**src/rtl/rirp_pkg.sv**
```systemverilog
// Package of the recency rank unit: sizes, operation codes, shared types.
// No dependencies; used by every module of the unit.
package rirp_pkg;

	localparam int WAYS   = 16;
	localparam int SETS   = 64;
	localparam int RANK_W = 4;
	localparam int WAY_W  = 4;
	localparam int SET_W  = 6;
	localparam int ROW_W  = RANK_W * WAYS;
	localparam int SET_AW = $clog2(SETS);

	typedef enum logic [1:0] {
		OP_TOUCH = 2'd0,
		OP_FILL  = 2'd1,
		OP_INVAL = 2'd2,
		OP_QUERY = 2'd3
	} op_t;

	typedef logic [ROW_W-1:0]  row_t;
	typedef logic [SET_AW-1:0] set_addr_t;

	// control of the rank memory
	typedef struct packed {
		logic      rd_en;
		set_addr_t rd_addr;
		logic      wr_en;
		set_addr_t wr_addr;
	} ram_req_t;

	// row after reset: way i holds rank i
	function automatic row_t reset_row();
		row_t r;
		r = '0;
		for (int i = 0; i < WAYS; i++) begin
			r[RANK_W*i +: RANK_W] = RANK_W'(i);
		end
		return r;
	endfunction

endpackage

```
**src/rtl/rirp_rank_ram.sv**
```systemverilog
// Rank memory: one row of way ranks per set, registered read.
// Depends on rirp_pkg. Unwritten rows read as the reset order.
module rirp_rank_ram
	import rirp_pkg::*;
(
	input  logic     clk,
	input  logic     arst_n,
	input  ram_req_t req,
	input  row_t     wr_data,
	output row_t     rd_data
);

	row_t             mem [SETS];
	logic [SETS-1:0]  written_q;
	row_t             rd_row_q;
	logic             rd_written_q;

	always_ff @(posedge clk) begin
		if (req.wr_en) begin
			mem[req.wr_addr] <= wr_data;
		end
		if (req.rd_en) begin
			rd_row_q     <= mem[req.rd_addr];
			rd_written_q <= written_q[req.rd_addr];
		end
	end

	always_ff @(posedge clk or negedge arst_n) begin
		if (!arst_n) begin
			written_q <= '0;
		end else if (req.wr_en) begin
			written_q[req.wr_addr] <= 1'b1;
		end
	end

	assign rd_data = rd_written_q ? rd_row_q : reset_row();

endmodule

```
**config.mk**
```make
export PLATFORM = sky130hd
export DESIGN_NAME = rirp_rank_ram
export DESIGN_NICKNAME = d
export VERILOG_FILES = /design/src/rtl/rirp_pkg.sv /design/src/rtl/rirp_rank_ram.sv
export SDC_FILE = /design/constraint.sdc
export NUM_CORES = 2
export LEC_CHECK = 0
export BUFFER_PORTS_ARGS = -buffer_cell sky130_fd_sc_hd__buf_2
export CORE_ASPECT_RATIO = 1.2
export CORE_MARGIN = 5
export CORE_UTILIZATION = 53
export CTS_CLUSTER_SIZE = 14
export DETAILED_ROUTE_END_ITERATION = 16
export PLACE_DENSITY = 0.78
export SLEW_MARGIN = 10
export SYNTH_ARGS = -nofsm -noshare
export SYNTH_HDL_FRONTEND = slang
export SYNTH_SLANG_ARGS = --single-unit
```
**constraint.sdc**
```tcl
create_clock -name clk -period 1.9 [get_ports clk]
set_input_delay 0.095 -clock clk [delete_from_list [all_inputs] [get_ports clk]]
set_output_delay 0.095 -clock clk [all_outputs]
set_load 0.01 [all_outputs]
```
==> Word level (Yosys, flattened, before mapping) <==
Memory sizes are Yosys's and may differ from the RTL's. A register that Yosys moved wholly into a read port is not among the register bits.
Cells that the tools add are included.
{ "word_totals": {"regBits": 65, "mem_bits_rw": 4096, "inputBits": 80, "out_inout_bits": 64, "elab_cells": 15, "mem_count": 1} }
{ "memory_table": {"columns": ["name", "words", "width", "read_ports", "rd_ports_with_merged_regs", "write_ports", "line_no", "source"], "rows": [
  ["mem", 64, 64, 1, 1, 1, "rirp_rank_ram.sv:13", "row_t mem [SETS];"]
]} }
{ "classes": {"magnitude_cmp": 3, "mux": 7, "n_bitwise": 1, "n_reduce_logical": 1} }
{ "ops": {"columns": ["op", "count"], "rows": [
  ["64-bit 2-to-1 mux", 1],
  ["64-bit OR", 1],
  ["6-bit by 7-bit less-than comparator with 1-bit output, second input constant", 2],
  ["1-bit binary-select mux with 6-bit select", 1],
  ["1-bit demux with 6-bit select", 1],
  ["6-bit by 1-bit >= comparator with 1-bit output, second input constant", 1],
  ["1-bit 2-to-1 mux", 4],
  ["1-bit logical AND", 1]
]} }

==> Depth between registers and ports, before layout <==
{ "logic_depth": {"depth_word": 5, "mapped_depth": 9, "depth_no_buf": 5} }

==> Least setup slack after synthesis <==
OpenSTA, ideal clock, no wires.
{ "synth_timing": {"kind": "input to register", "startpoint": "in req[3] (netlist name)", "endpoint": "reg written_q[48]", "setup_time_ns": 0.092, "arrival_ns": 5.631, "required_ns": 1.808, "setup_slack_ns": -3.823, "path_stages": 5, "n_path_buf": 1, "path_cell_list": "clkbuf_1 > nand4b_1 > or2_2 > nor3_1 > or2_2"} }
{ "synth_via": {"elab_chain_len": 5, "elab_cells_between_ends": 6, "classes_between": "order compare (2); mux (2); bitwise (1); reduce/logical (1)"} }
{ "synth_rtl": {"columns": ["item", "line_no", "source"], "rows": [
  ["start, declared", "rirp_rank_ram.sv:8", "input ram_req_t req,"],
  ["6-bit by 7-bit less-than comparator with 1-bit output (implied by the code) / 6-bit by 1-bit >= comparator with 1-bit output (equally long branches)", "rirp_rank_ram.sv:32", "written_q[req.wr_addr] <= 1'b1;"],
  ["1-bit logical AND (implied by the code)", "rirp_rank_ram.sv:32", null],
  ["1-bit 2-to-1 mux (implied by the code)", "rirp_rank_ram.sv:32", null],
  ["1-bit demux with 6-bit select *", "rirp_rank_ram.sv:32", null],
  ["64-bit OR (no line) *", null, null],
  ["end signal, assigned", "rirp_rank_ram.sv:30", "written_q <= '0;"],
  ["end signal, assigned by index", "rirp_rank_ram.sv:32", null],
  ["end, declared", "rirp_rank_ram.sv:14", "logic [SETS-1:0] written_q;"]
]} }
Mark *: on every way between the ends. The rest lies on a longest branch, timed or not.
A chain may end at the register's enable or synchronous reset.

==> Final worst setup path <==
{ "layout_timing": {"startpoint": "reg rd_written_q", "endpoint": "out rd_data[1]"} }
{ "layout_via": {"elab_chain_len": 1} }
{ "layout_rtl": {"columns": ["item", "line_no", "source"], "rows": [
  ["start, declared", "rirp_rank_ram.sv:16", "logic rd_written_q;"],
  ["start signal, assigned", "rirp_rank_ram.sv:24", "rd_written_q <= written_q[req.rd_addr];"],
  ["64-bit 2-to-1 mux", "rirp_rank_ram.sv:36", "assign rd_data = rd_written_q ? rd_row_q : reset_row();"],
  ["end, declared", "rirp_rank_ram.sv:10", "output row_t rd_data"]
]} }
Every way passes these cells.

==> impl_metrics.tcl <==
set metrics [dict create \
    outcome "finished with violations" \
    violations "negative setup slack" \
    critical_path_required_ps 1800 \
    die_y_um 610.4 \
    grt_pass1_wl_um 666100 \
    place_hpwl_um 271800 \
    finalCritPeriodShare_pct 119.4 \
    ctsHtreeMaxLevel 5 \
    finalPower_w 0.1932 \
    p_sw_share_pct 21.66 \
    dieArea_um2 311500 \
    reg2reg_depth 6 \
    clock_sinks 4225 \
    cts_tree "done" \
    fin_crit_ps 2270 \
    rsz0062_at_grt "true" \
    drt-total-wl_um 479500 \
    synth-main-ff-cell "edfxtp_1" \
    drt_iter0_drc 14640 \
    worst_pin_slew_ps 1054 \
    skew_ps 56.26 \
    grt_overflow 0 \
    critical_path_class "flop to output pin" \
    drt-wirelength-per-cell_um 39.26 \
    finalNetCount 7982 \
    antenna_found_initial 31 \
    p_sw_w 0.04184 \
    rows 220 \
    grt_pass1_vias 87400 \
    cts_root_buffer "clkbuf_16" \
    place_area_um2 175500 \
    syn_area_per_cell_um2 23.59 \
    first_pass_iters 8 \
    clock_power_share_pct 40.1 \
    syn_nets 6829 \
    cp-start-kind "flop" \
    ys_ff_latch 4225 \
    drive_gt1_share_pct 36.12 \
    setup_viol 77 \
    hp-start "req[4]" \
    r2r_end "rd_row_q[29]" \
    post-route-util_pct 63.50 \
    port_buffers 143 \
    crit_path_cell_trace "buf_4, buf_12, buf_12, and2_4, buf_6" \
    crit_top_cell "buf_12" \
    ioPinCount 144 \
    stdcell_count 12210 \
    slew_headroom_pct 29.73 \
    tns_ps -19130 \
    fmax_mhz 440.6 \
    netlist-cell-type-count 32 \
    ant_nets 0 \
    vdd_drop_max_mv 0.8690 \
    p_leak_nw 60.72 \
    design_area_um2 190000 \
    async_flop_share_pct 1.515 \
    p_int_w 0.1513 \
    critPathBufInv 4 \
    syn-cell-area_um2 159200 \
    max_stage_delay_ps 440 \
    reg2reg_slack_ps -90 \
    synth_edf_count 4161 \
    avgViaCountPerCell 6.908 \
    initial_core_util_pct 53.22 \
    r2r_start "mem[52][29]" \
    pwr-share-comb_pct 6.0 \
    worst-path-stages 5 \
    num_vias 84370 \
    gp_congestion 0.8537 \
    hold_path.class "input pin to flop" \
    finalWorstSetupSlack_ps -369.5 \
    cts_buffers 392 \
    area_growth_pct 19.32 \
    timing.final.hold_violations 0 \
    clock_path_buffers 4 \
    cts.clk_slew.worst_paths_ps 60 \
    core_area_um2 299200 \
    cap_violations 0 \
    final_common_cell "edfxtp_1" \
    remaining_drc_errors 0 \
    endpoint_kind "output pin" \
    arrival_ps 2170 \
    dp_cells 11440 \
    gr-usage-all-layers_pct 30.57 \
    grt_max_degree 65 \
    pwr_density_cell_nw_per_um2 1017 \
    slew_violations 0 \
    clock_latency_ps 950 \
    die_x_um 510.4 \
    final_cell_mix "edfxtp_1, mux4_2, buf_4, clkbuf_16, buf_12" \
    hold_depth 5 \
    cpLargestDelayFamily "buffers and inverters" \
    hold-path-endpoint "mem[21][8]" \
    synthCells 6749 \
    seq_area_frac_synth_pct 79.48 \
    worst-path-max-fanout 8 \
    synth_warnings 0 \
    seqPwrFrac_pct 53.8 \
    cp_slowest_cell "edfxtp_1" \
]
## worst min-delay path: cells and delay by family
family	cells	cell delay [ps]
buf+inv	3	590
simple gates	2	170
## through the flow
stage	worst slack, ps	hold slack, ps
after global routing	-399.7	73.64
after detailed placement	-922.7	130.6
after CTS	-394.5	23.56
after global placement	-880.3	129.1
final	-369.5	100.6
after floorplan	-845.4	-200.6
## synthesized netlist by cell type, types with 7 or more instances
library cell / count / area (um2)
and3_1: 41 / 256.5
mux4_2: 1040 / 23420
buf_6: 7 / 78.83
nor2_1: 68 / 255.2
buf_4: 58 / 435.4
and2_1: 35 / 219.0
o22ai_1: 130 / 813.3
or2_2: 67 / 419.2
nand2b_1: 41 / 256.5
o21ai_0: 41 / 205.2
mux2i_1: 89 / 890.9
a22oi_1: 260 / 1952
a211oi_1: 48 / 360.4
dfrtp_1: 64 / 1602
buf_2: 102 / 510.5
buf_1: 28 / 105.1
edfxtp_1: 4161 / 124900
nand2_1: 12 / 45.04
nand3_1: 111 / 555.5
o221ai_1: 65 / 569.3
a31oi_1: 24 / 150.1
nor2b_1: 31 / 193.9
a211o_1: 17 / 148.9
clkbuf_1: 193 / 724.4
## cell families after synthesis
| kind of cell | Yosys count | synth area share (%) |
|---|---|---|
| AOI/OAI and AO/OA | 585 | 2.637 |
| buffers and inverters | 392 | 1.181 |
| DFF | 4225 | 79.48 |
| muxes | 1129 | 15.27 |
| and+or+nand+nor | 418 | 1.435 |
## repair_timing
item	CTS	global route
endpoints found under the setup margin	108	139
cloned	4	0
setup buffers	7	2
hold endpoints to repair	4525	0
pin swaps	28	34
hold buffers	72	0
resized for setup	215	83
## layer usage
layer  GRT usage, %  up-vias  share of wire [%]
li1               -    31440                  -
met1          37.53    43440                 30
met2          49.61     7846                 49
met3          8.015     1632                 13
met4          17.45       16                6.8
met5              0        -              0.017
## power groups by stage
stage | clock [W] | combinational, W | sequential [W]
global placement | 0 | 0.0101 | 0.106
floorplan | 0 | 0.00529 | 0.106
CTS | 0.0777 | 0.0113 | 0.104
global route | 0.0821 | 0.0120 | 0.104
finish | 0.0775 | 0.0116 | 0.104
detailed placement | 0 | 0.0104 | 0.106
## area by class of cell
cell class,count,area (um2)
sequential,4225,126600
fill,18170,109200
multi-input combinational,2132,32480
timing repair buffer,1150,13630
clock buffer,487,10350
tap,3996,5000
clock inverter,203,1923
antenna,19,47.55
inverter,1,3.754
## worst max path at each step
stage | start | to | slack [ps]
4_1_cts | rd_written_q | rd_data[3] | -390
3_3_place_gp | req[7] | rd_row_q[6] | -880
6_report | rd_written_q | rd_data[1] | -370
2_1_floorplan | req[3] | mem[48][0] | -850
5_1_grt | rd_written_q | rd_data[34] | -400
3_5_place_dp | req[7] | rd_row_q[6] | -920
## flip-flops by register name, summed over array words and instances (netlist names)
register and flops:
rd_row_q 64, rd_written_q 1, mem 4096, written_q 64
No activity file was read; power rests on OpenSTA's default activity.
