## src/rtl/rirp_pkg.sv

```systemverilog
// Package of the recency rank unit: sizes, operation codes, shared types.
// No dependencies; used by every module of the unit.
package rirp_pkg;

	localparam int WAYS   = 16;
	localparam int SETS   = 64;
	localparam int RANK_W = 4;
	localparam int WAY_W  = 4;
	localparam int SET_W  = 6;
	localparam int ROW_W  = RANK_W * WAYS;
	localparam int SET_AW = $clog2(SETS);

	typedef enum logic [1:0] {
		OP_TOUCH = 2'd0,
		OP_FILL  = 2'd1,
		OP_INVAL = 2'd2,
		OP_QUERY = 2'd3
	} op_t;

	typedef logic [ROW_W-1:0]  row_t;
	typedef logic [SET_AW-1:0] set_addr_t;

	// control of the rank memory
	typedef struct packed {
		logic      rd_en;
		set_addr_t rd_addr;
		logic      wr_en;
		set_addr_t wr_addr;
	} ram_req_t;

	// row after reset: way i holds rank i
	function automatic row_t reset_row();
		row_t r;
		r = '0;
		for (int i = 0; i < WAYS; i++) begin
			r[RANK_W*i +: RANK_W] = RANK_W'(i);
		end
		return r;
	endfunction

endpackage

```

## src/rtl/rirp_update.sv

```systemverilog
// Rank update of one set row: moves a way to its target rank, shifts the
// ranks in between, and finds the least recent way. Depends on rirp_pkg.
module rirp_update
	import rirp_pkg::*;
(
	input  row_t              row,
	input  op_t               op,
	input  logic [WAY_W-1:0]  way,
	input  logic [RANK_W-1:0] insert_rank,
	output row_t              new_row,
	output logic [WAY_W-1:0]  victim
);

	localparam logic [RANK_W:0] MaxRank = (RANK_W+1)'(WAYS - 1);
	localparam logic [WAY_W:0]  WayLim  = (WAY_W+1)'(WAYS);

	logic [RANK_W-1:0] cur_rank;
	logic [RANK_W-1:0] tgt_rank;
	logic              do_move;

	always_comb begin
		case (op)
			OP_TOUCH: tgt_rank = MaxRank[RANK_W-1:0];
			OP_FILL:  tgt_rank = ({1'b0, insert_rank} > MaxRank) ?
				MaxRank[RANK_W-1:0] : insert_rank;
			default:  tgt_rank = '0;
		endcase
	end

	assign do_move  = (op != OP_QUERY) && ({1'b0, way} < WayLim);
	assign cur_rank = row[RANK_W*way +: RANK_W];

	always_comb begin
		logic [RANK_W-1:0] ri;
		new_row = row;
		for (int i = 0; i < WAYS; i++) begin
			ri = row[RANK_W*i +: RANK_W];
			if (do_move) begin
				if (WAY_W'(i) == way) begin
					new_row[RANK_W*i +: RANK_W] = tgt_rank;
				end else if (tgt_rank > cur_rank && ri > cur_rank && ri <= tgt_rank) begin
					new_row[RANK_W*i +: RANK_W] = ri - 1'b1;
				end else if (tgt_rank < cur_rank && ri >= tgt_rank && ri < cur_rank) begin
					new_row[RANK_W*i +: RANK_W] = ri + 1'b1;
				end
			end
		end
	end

	// lowest way holding rank 0
	always_comb begin
		victim = '0;
		for (int i = WAYS - 1; i >= 0; i--) begin
			if (new_row[RANK_W*i +: RANK_W] == '0) begin
				victim = WAY_W'(i);
			end
		end
	end

endmodule

```

## config.mk

```make
export PLATFORM = sky130hd
export DESIGN_NAME = rirp_update
export DESIGN_NICKNAME = d
export VERILOG_FILES = /design/src/rtl/rirp_pkg.sv /design/src/rtl/rirp_update.sv
export SDC_FILE = /design/constraint.sdc
export NUM_CORES = 1
export LEC_CHECK = 0
export BUFFER_PORTS_ARGS = -buffer_cell sky130_fd_sc_hd__clkbuf_2
export CELL_PAD_IN_SITES_DETAIL_PLACEMENT = 0
export CELL_PAD_IN_SITES_GLOBAL_PLACEMENT = 2
export CORE_MARGIN = 1.5
export CORE_UTILIZATION = 30
export DETAILED_ROUTE_END_ITERATION = 10
export PLACE_DENSITY = 0.77
export SLEW_MARGIN = 30
export SYNTH_ARGS = -nofsm -noshare
export SYNTH_HDL_FRONTEND = slang
export SYNTH_SLANG_ARGS = --single-unit
```

## constraint.sdc

```tcl
create_clock -name vclk -period 8.9
set_input_delay 1.78 -clock vclk [all_inputs]
set_output_delay 1.78 -clock vclk [all_outputs]
set_load 0.05 [all_outputs]
```

# Word-level counts from Yosys, hierarchy flattened
# Index checks and enable logic that the tools add are counted.
dict set report word_totals {
  latchBits 0
  reg_bits 0
  elab_cells 279
  in_bits 74
  ram_bits 0
  n_memories 0
  rom_bits 0
  out_inout_bits 68
}
dict set report op_classes {
  shifts 1
  reduce_logical 82
  eq_ne 17
  muxes 81
  magnitude_cmp 66
  div 0
  n_mul 0
  bitwise_logic 0
  add_sub_neg 32
}
# op count
set op_table {}
lappend op_table {{$mux W4} 80}
lappend op_table {{$gt A4 B4 Y1} 17}
lappend op_table {{$logic_not A4 Y1} 17}
lappend op_table {{$lt A4 B4 Y1} 17}
lappend op_table {{$add A4 B1 Y4 const B} 16}
lappend op_table {{$ge A4 B4 Y1} 16}
lappend op_table {{$le A4 B4 Y1} 16}
lappend op_table {{$logic_and A1 B1 Y1} 64}
lappend op_table {{$shiftx A64 B7 Y4} 1}
lappend op_table {{$sub A4 B1 Y4 const B} 16}
lappend op_table {{$eq A4 B4 Y1 const A} 8}
lappend op_table {{$eq A3 B4 Y1 const A} 4}
lappend op_table {{$eq A2 B4 Y1 const A} 2}
lappend op_table {{$pmux W4 S2} 1}
lappend op_table {{$eq A1 B4 Y1 const A} 1}
lappend op_table {{$eq A2 B1 Y1 const B} 1}
lappend op_table {{$logic_not A2 Y1} 1}
lappend op_table {{$ne A2 B2 Y1 const B} 1}

# Logic depth before layout (Yosys ltp)
dict set report depth {
  word_depth 26
  depth_mapped 20
  ltp_nobuf 15
}

# Worst setup path after synthesis
# No wires, ideal clock.
dict set report synth_path {
  path_type {input-to-output}
  from {in way[0]}
  to {out victim[0]}
  arrival_time_ns 9.164
  n_path_buf 4
  cell_stages 18
  required_ns 7.120
  path_slack_ns -2.044
  cell_sequence {clkbuf_1 buf_1 buf_1 mux4_2 mux4_2 inv_1 ha_1 nor2b_2 o21ba_4 o21ai_2 buf_6 nor3b_1 o311ai_0 or4b_4 nand2_1 nand3b_1 a2111oi_0 nor3_1}
}
dict set report synth_between {
  word_cells_on_any_way 211
  cone_classes {34 x order compare; 15 x eq/ne; 1 x shift; 80 x mux; 81 x reduce/logical}
}
# element line
set synth_rtl {}
lappend synth_rtl {{from (decl)} rirp_update.sv:8} ;# input logic [WAY_W-1:0] way,
lappend synth_rtl {{$shiftx A64 B7 Y4} rirp_update.sv:31} ;# assign cur_rank = row[RANK_W*way +: RANK_W];
lappend synth_rtl {{$lt A4 B4 Y1} rirp_update.sv:43} ;# end else if (tgt_rank < cur_rank && ri >= tgt_rank && ri < cur_rank) begin
lappend synth_rtl {{$logic_and A1 B1 Y1 (2 in a row)} rirp_update.sv:43}
lappend synth_rtl {{$mux W4} rirp_update.sv:43}
lappend synth_rtl {{$mux W4} rirp_update.sv:41} ;# end else if (tgt_rank > cur_rank && ri > cur_rank && ri <= tgt_rank) begin
lappend synth_rtl {{$mux W4 *} rirp_update.sv:39} ;# if (WAY_W'(i) == way) begin
lappend synth_rtl {{$mux W4 *} rirp_update.sv:38} ;# if (do_move) begin
lappend synth_rtl {{named net new_row[16]} rirp_update.sv:10} ;# output row_t new_row,
lappend synth_rtl {{$logic_not A4 Y1 *} rirp_update.sv:54} ;# if (new_row[RANK_W*i +: RANK_W] == '0) begin
lappend synth_rtl {{$mux W4 * (5 in a row)} rirp_update.sv:54}
lappend synth_rtl {{to (decl)} rirp_update.sv:11} ;# output logic [WAY_W-1:0] victim
# Mark *: on every way through the listed nets, which the timed path passes. The rest lies on a longest branch.

# Final worst setup path
dict set report layout_path {
  from {in way[0]}
  to {out victim[0]}
}
dict set report layout_between {
  elab_chain_len 25
  word_cells_on_any_way 211
  cone_classes {34 x order compare; 15 x eq/ne; 1 x shift; 80 x mux; 81 x reduce/logical}
}
# element line
set layout_lines {}
lappend layout_lines {{$shiftx A64 B7 Y4} rirp_update.sv:31}
lappend layout_lines {{$lt A4 B4 Y1} rirp_update.sv:43}
lappend layout_lines {{$logic_and A1 B1 Y1 (2 in a row)} rirp_update.sv:43}
lappend layout_lines {{$mux W4} rirp_update.sv:43}
lappend layout_lines {{$mux W4} rirp_update.sv:41}
lappend layout_lines {{$mux W4} rirp_update.sv:39}
lappend layout_lines {{$mux W4} rirp_update.sv:38}
lappend layout_lines {{$logic_not A4 Y1} rirp_update.sv:54}
lappend layout_lines {{$mux W4 (15 in a row)} rirp_update.sv:54}
lappend layout_lines {{$mux W4 *} rirp_update.sv:54}
# Every way passes the cells marked *; elsewhere a longest branch is shown, timed or not.

==> results.md <==
* Cell Rows at 58
* Status: completed
* Synthesized Nets at 1315
* Post-Synth Adder-Cell Area at 0.263
* Register area at 0 um^2
* Core Footprint at 0.0254 mm^2
* Detailed-route wire length per cell at 22.1 um
* Share of the synthesized area in the top cell type at 0.263
* Worst-path fanout max at 30
* Final Cycle Share at 0.972
* Slew @ Worst Pin at 0.934 ns
* Synth-to-Final Area Change at 19.9%
* Worst-path cell chain: clkbuf_2 > buf_12 > mux4_2 > mux4_2 > clkinvlp_4 > ha_1 > nor2b_2 > o21ba_4 > nor2_1 > buf_4 > and3_1 > nand4_1 > a31o_1 > a221o_2 > nor3_1 > nor3_1 > a2111oi_1 > nor3_2 > clkbuf_2
* Die area at 0.0270 mm^2
* Routability cong. at 0.904
* Cell Count, Final, Fillers Out at 1556
* Number of port buffers at 142
* Final Slew Violations at 0
* GRT Util Overall at 0.251
* Drt first pass iters at 5
* Peak VDD IR at 0.000114 V
* First-pass GRT wire length at 52.7 mm
* Hold Violations, Final at 0
* Post-synthesis compound-gate area fraction at 0.318
* Power per cell area at 117 mW/mm^2
* Final Core Density at 0.369
* DIE WIDTH at 164 um
* Vias per inst at 6.09
* Area contributors post-synth: ha_1, mux4_2, a21oi_1, nand2_1, o21ai_0
* Slew HR at 0.377
* Die height at 164 um
* Post-synthesis mux area share at 0.0801
* Synth cell types at 93
* Clock buffers at 0
* # diodes at 0
* Worst setup slack after layout at 0.246 ns
* Vias in the first global route at 8974
* Share of layout cells above drive strength 1 at 0.222
* Required time worst endpoint at 7.12 ns
* Final setup viols at 0
* Hold-fix buffers at CTS at 0
* Grt ovf at 0
* Largest family of logic cells by synthesized area: compound AO/OA/AOI/OAI gates
* DP HPWL at 27.0 mm
* Area of the mapped netlist at 0.00781 mm^2
* Initial core utilization at 0.308
* Routed via count at 9482
* CP Launch Type: primary input
* Post-synthesis xor/xnor area fraction at 0.00224
* Placed Cells at 1556
* Pleak at 0.00423 uW
* Synthesized area per cell at 7.26 um^2
* Highest-count cells in the layout ignoring fill and taps: ha_1, clkbuf_2, nand2_1, a21oi_1, nor2_1
* Final WL at 34.4 mm
* Cell count after synthesis at 1077
* Max stage delay on crit path at 0.65 ns
* Final min period at 8.65 ns
* Drc violations at 0
* Ys Warns at 0
* Largest net degree at the start of global routing at 43
* Fmax at 116 MHz
* Hold path depth at 3
* Antenna violations before repair at 1
* CP max stage cell: a2111oi_1
* Critical path arrival at 6.87 ns
* Final ANT Viol Nets at 0
* Post-Synth Simple-Gate Area at 0.283
* RSZ-0062 raised after global routing: no
* Max-cap viol count at 0
* Final Hold Slack at 4.13 ns
* Sequential-to-total area share from yosys stat at 0
* IO Pins at 142
* Min-delay worst type: primary input to primary output
* Top cell type by total area after synthesis: ha_1
* CP endpoint kind: primary output
* Drt first-iter violations at 778
* Fin nets at 1466
* Critical path class: primary input to primary output
* Num sequential at 0
* Post-Place Worst Slack at -0.0134 ns
* Leading cell type in the layout, fill and taps excluded: ha_1
## worst max-delay path: cells and delay by family
kind                       cells  cell delay (ns)
AOI/OAI and AO/OA              4             1.48
adders and majority gates      1             0.24
buffers and inverters          5             0.87
muxes                          2             1.05
and+or+nand+nor                7             1.45
## synthesized netlist by cell type, types with 8 or more instances
library cell / n
clkbuf_1: 24
o21ai_0: 61
a41oi_1: 9
nand2_1: 89
a31oi_1: 18
and3_1: 19
a211oi_1: 10
nand4_1: 28
a21oi_1: 76
ha_1: 164
mux4_2: 20
o22ai_1: 16
a211o_1: 9
mux2i_1: 13
a22oi_1: 15
a2bb2oi_1: 8
nor3_1: 48
nor2_1: 68
nor4_1: 21
and4_1: 10
inv_1: 68
o21a_1: 10
o211ai_1: 19
nor2b_1: 20
nand2b_1: 21
o31ai_1: 9
nand3_1: 42
## layer usage
| metal | global-route usage | wire length (um) |
|---|---|---|
| met5 | 0 | 0 |
| met4 | 0.0700 | 1020 |
| met1 | 0.336 | 15200 |
| met2 | 0.429 | 15900 |
| met3 | 0.0224 | 2160 |
## metrics by stage
step           cell area, um^2  total power, uW  TNS (ns)
2_1_floorplan             8020              762         0
3_5_place_dp              9350             1080   -0.0134
4_1_cts                   9350             1090         0
6_report                  9370             1090         0
5_1_grt                   9370             1190         0
3_3_place_gp              9350             1080         0
## cell families after synthesis
| group | Yosys count |
|---|---|
| adders and majority gates | 164 |
| AOI/OAI and AO/OA | 355 |
| buffers and inverters | 106 |
| muxes | 37 |
| and+or+nand+nor | 413 |
| xor gates and xnor gates | 2 |
## final timing paths
kind / start / endpoint / slack (ns)
setup / recovery: way[0] / victim[0] / 0.25
hold / removal: row[14] / new_row[14] / 4.13
## final cells by class
class | instances | area [um^2]
fill | 2771 | 16000
inverter | 71 | 278
multi-input combinational | 971 | 7610
tap | 330 | 413
timing repair buffer | 184 | 1070
## power by group
part / internal, uW / switching (uW) / leakage (uW) / total, uW
clock: 0 / 0 / 0 / 0
sequential: 0 / 0 / 0 / 0
combinational: 366 / 727 / 0.00423 / 1090
total: 366 / 727 / 0.00423 / 1090
## what timing repair did
| item | in CTS | in global routing |
|---|---|---|
| setup endpoints to repair | 1 | 1 |
| hold endpoints to repair | 0 | 0 |
| resized for setup | 1 | 4 |
| setup buffers | 0 | 0 |
No activity file was read; power rests on OpenSTA's default activity.
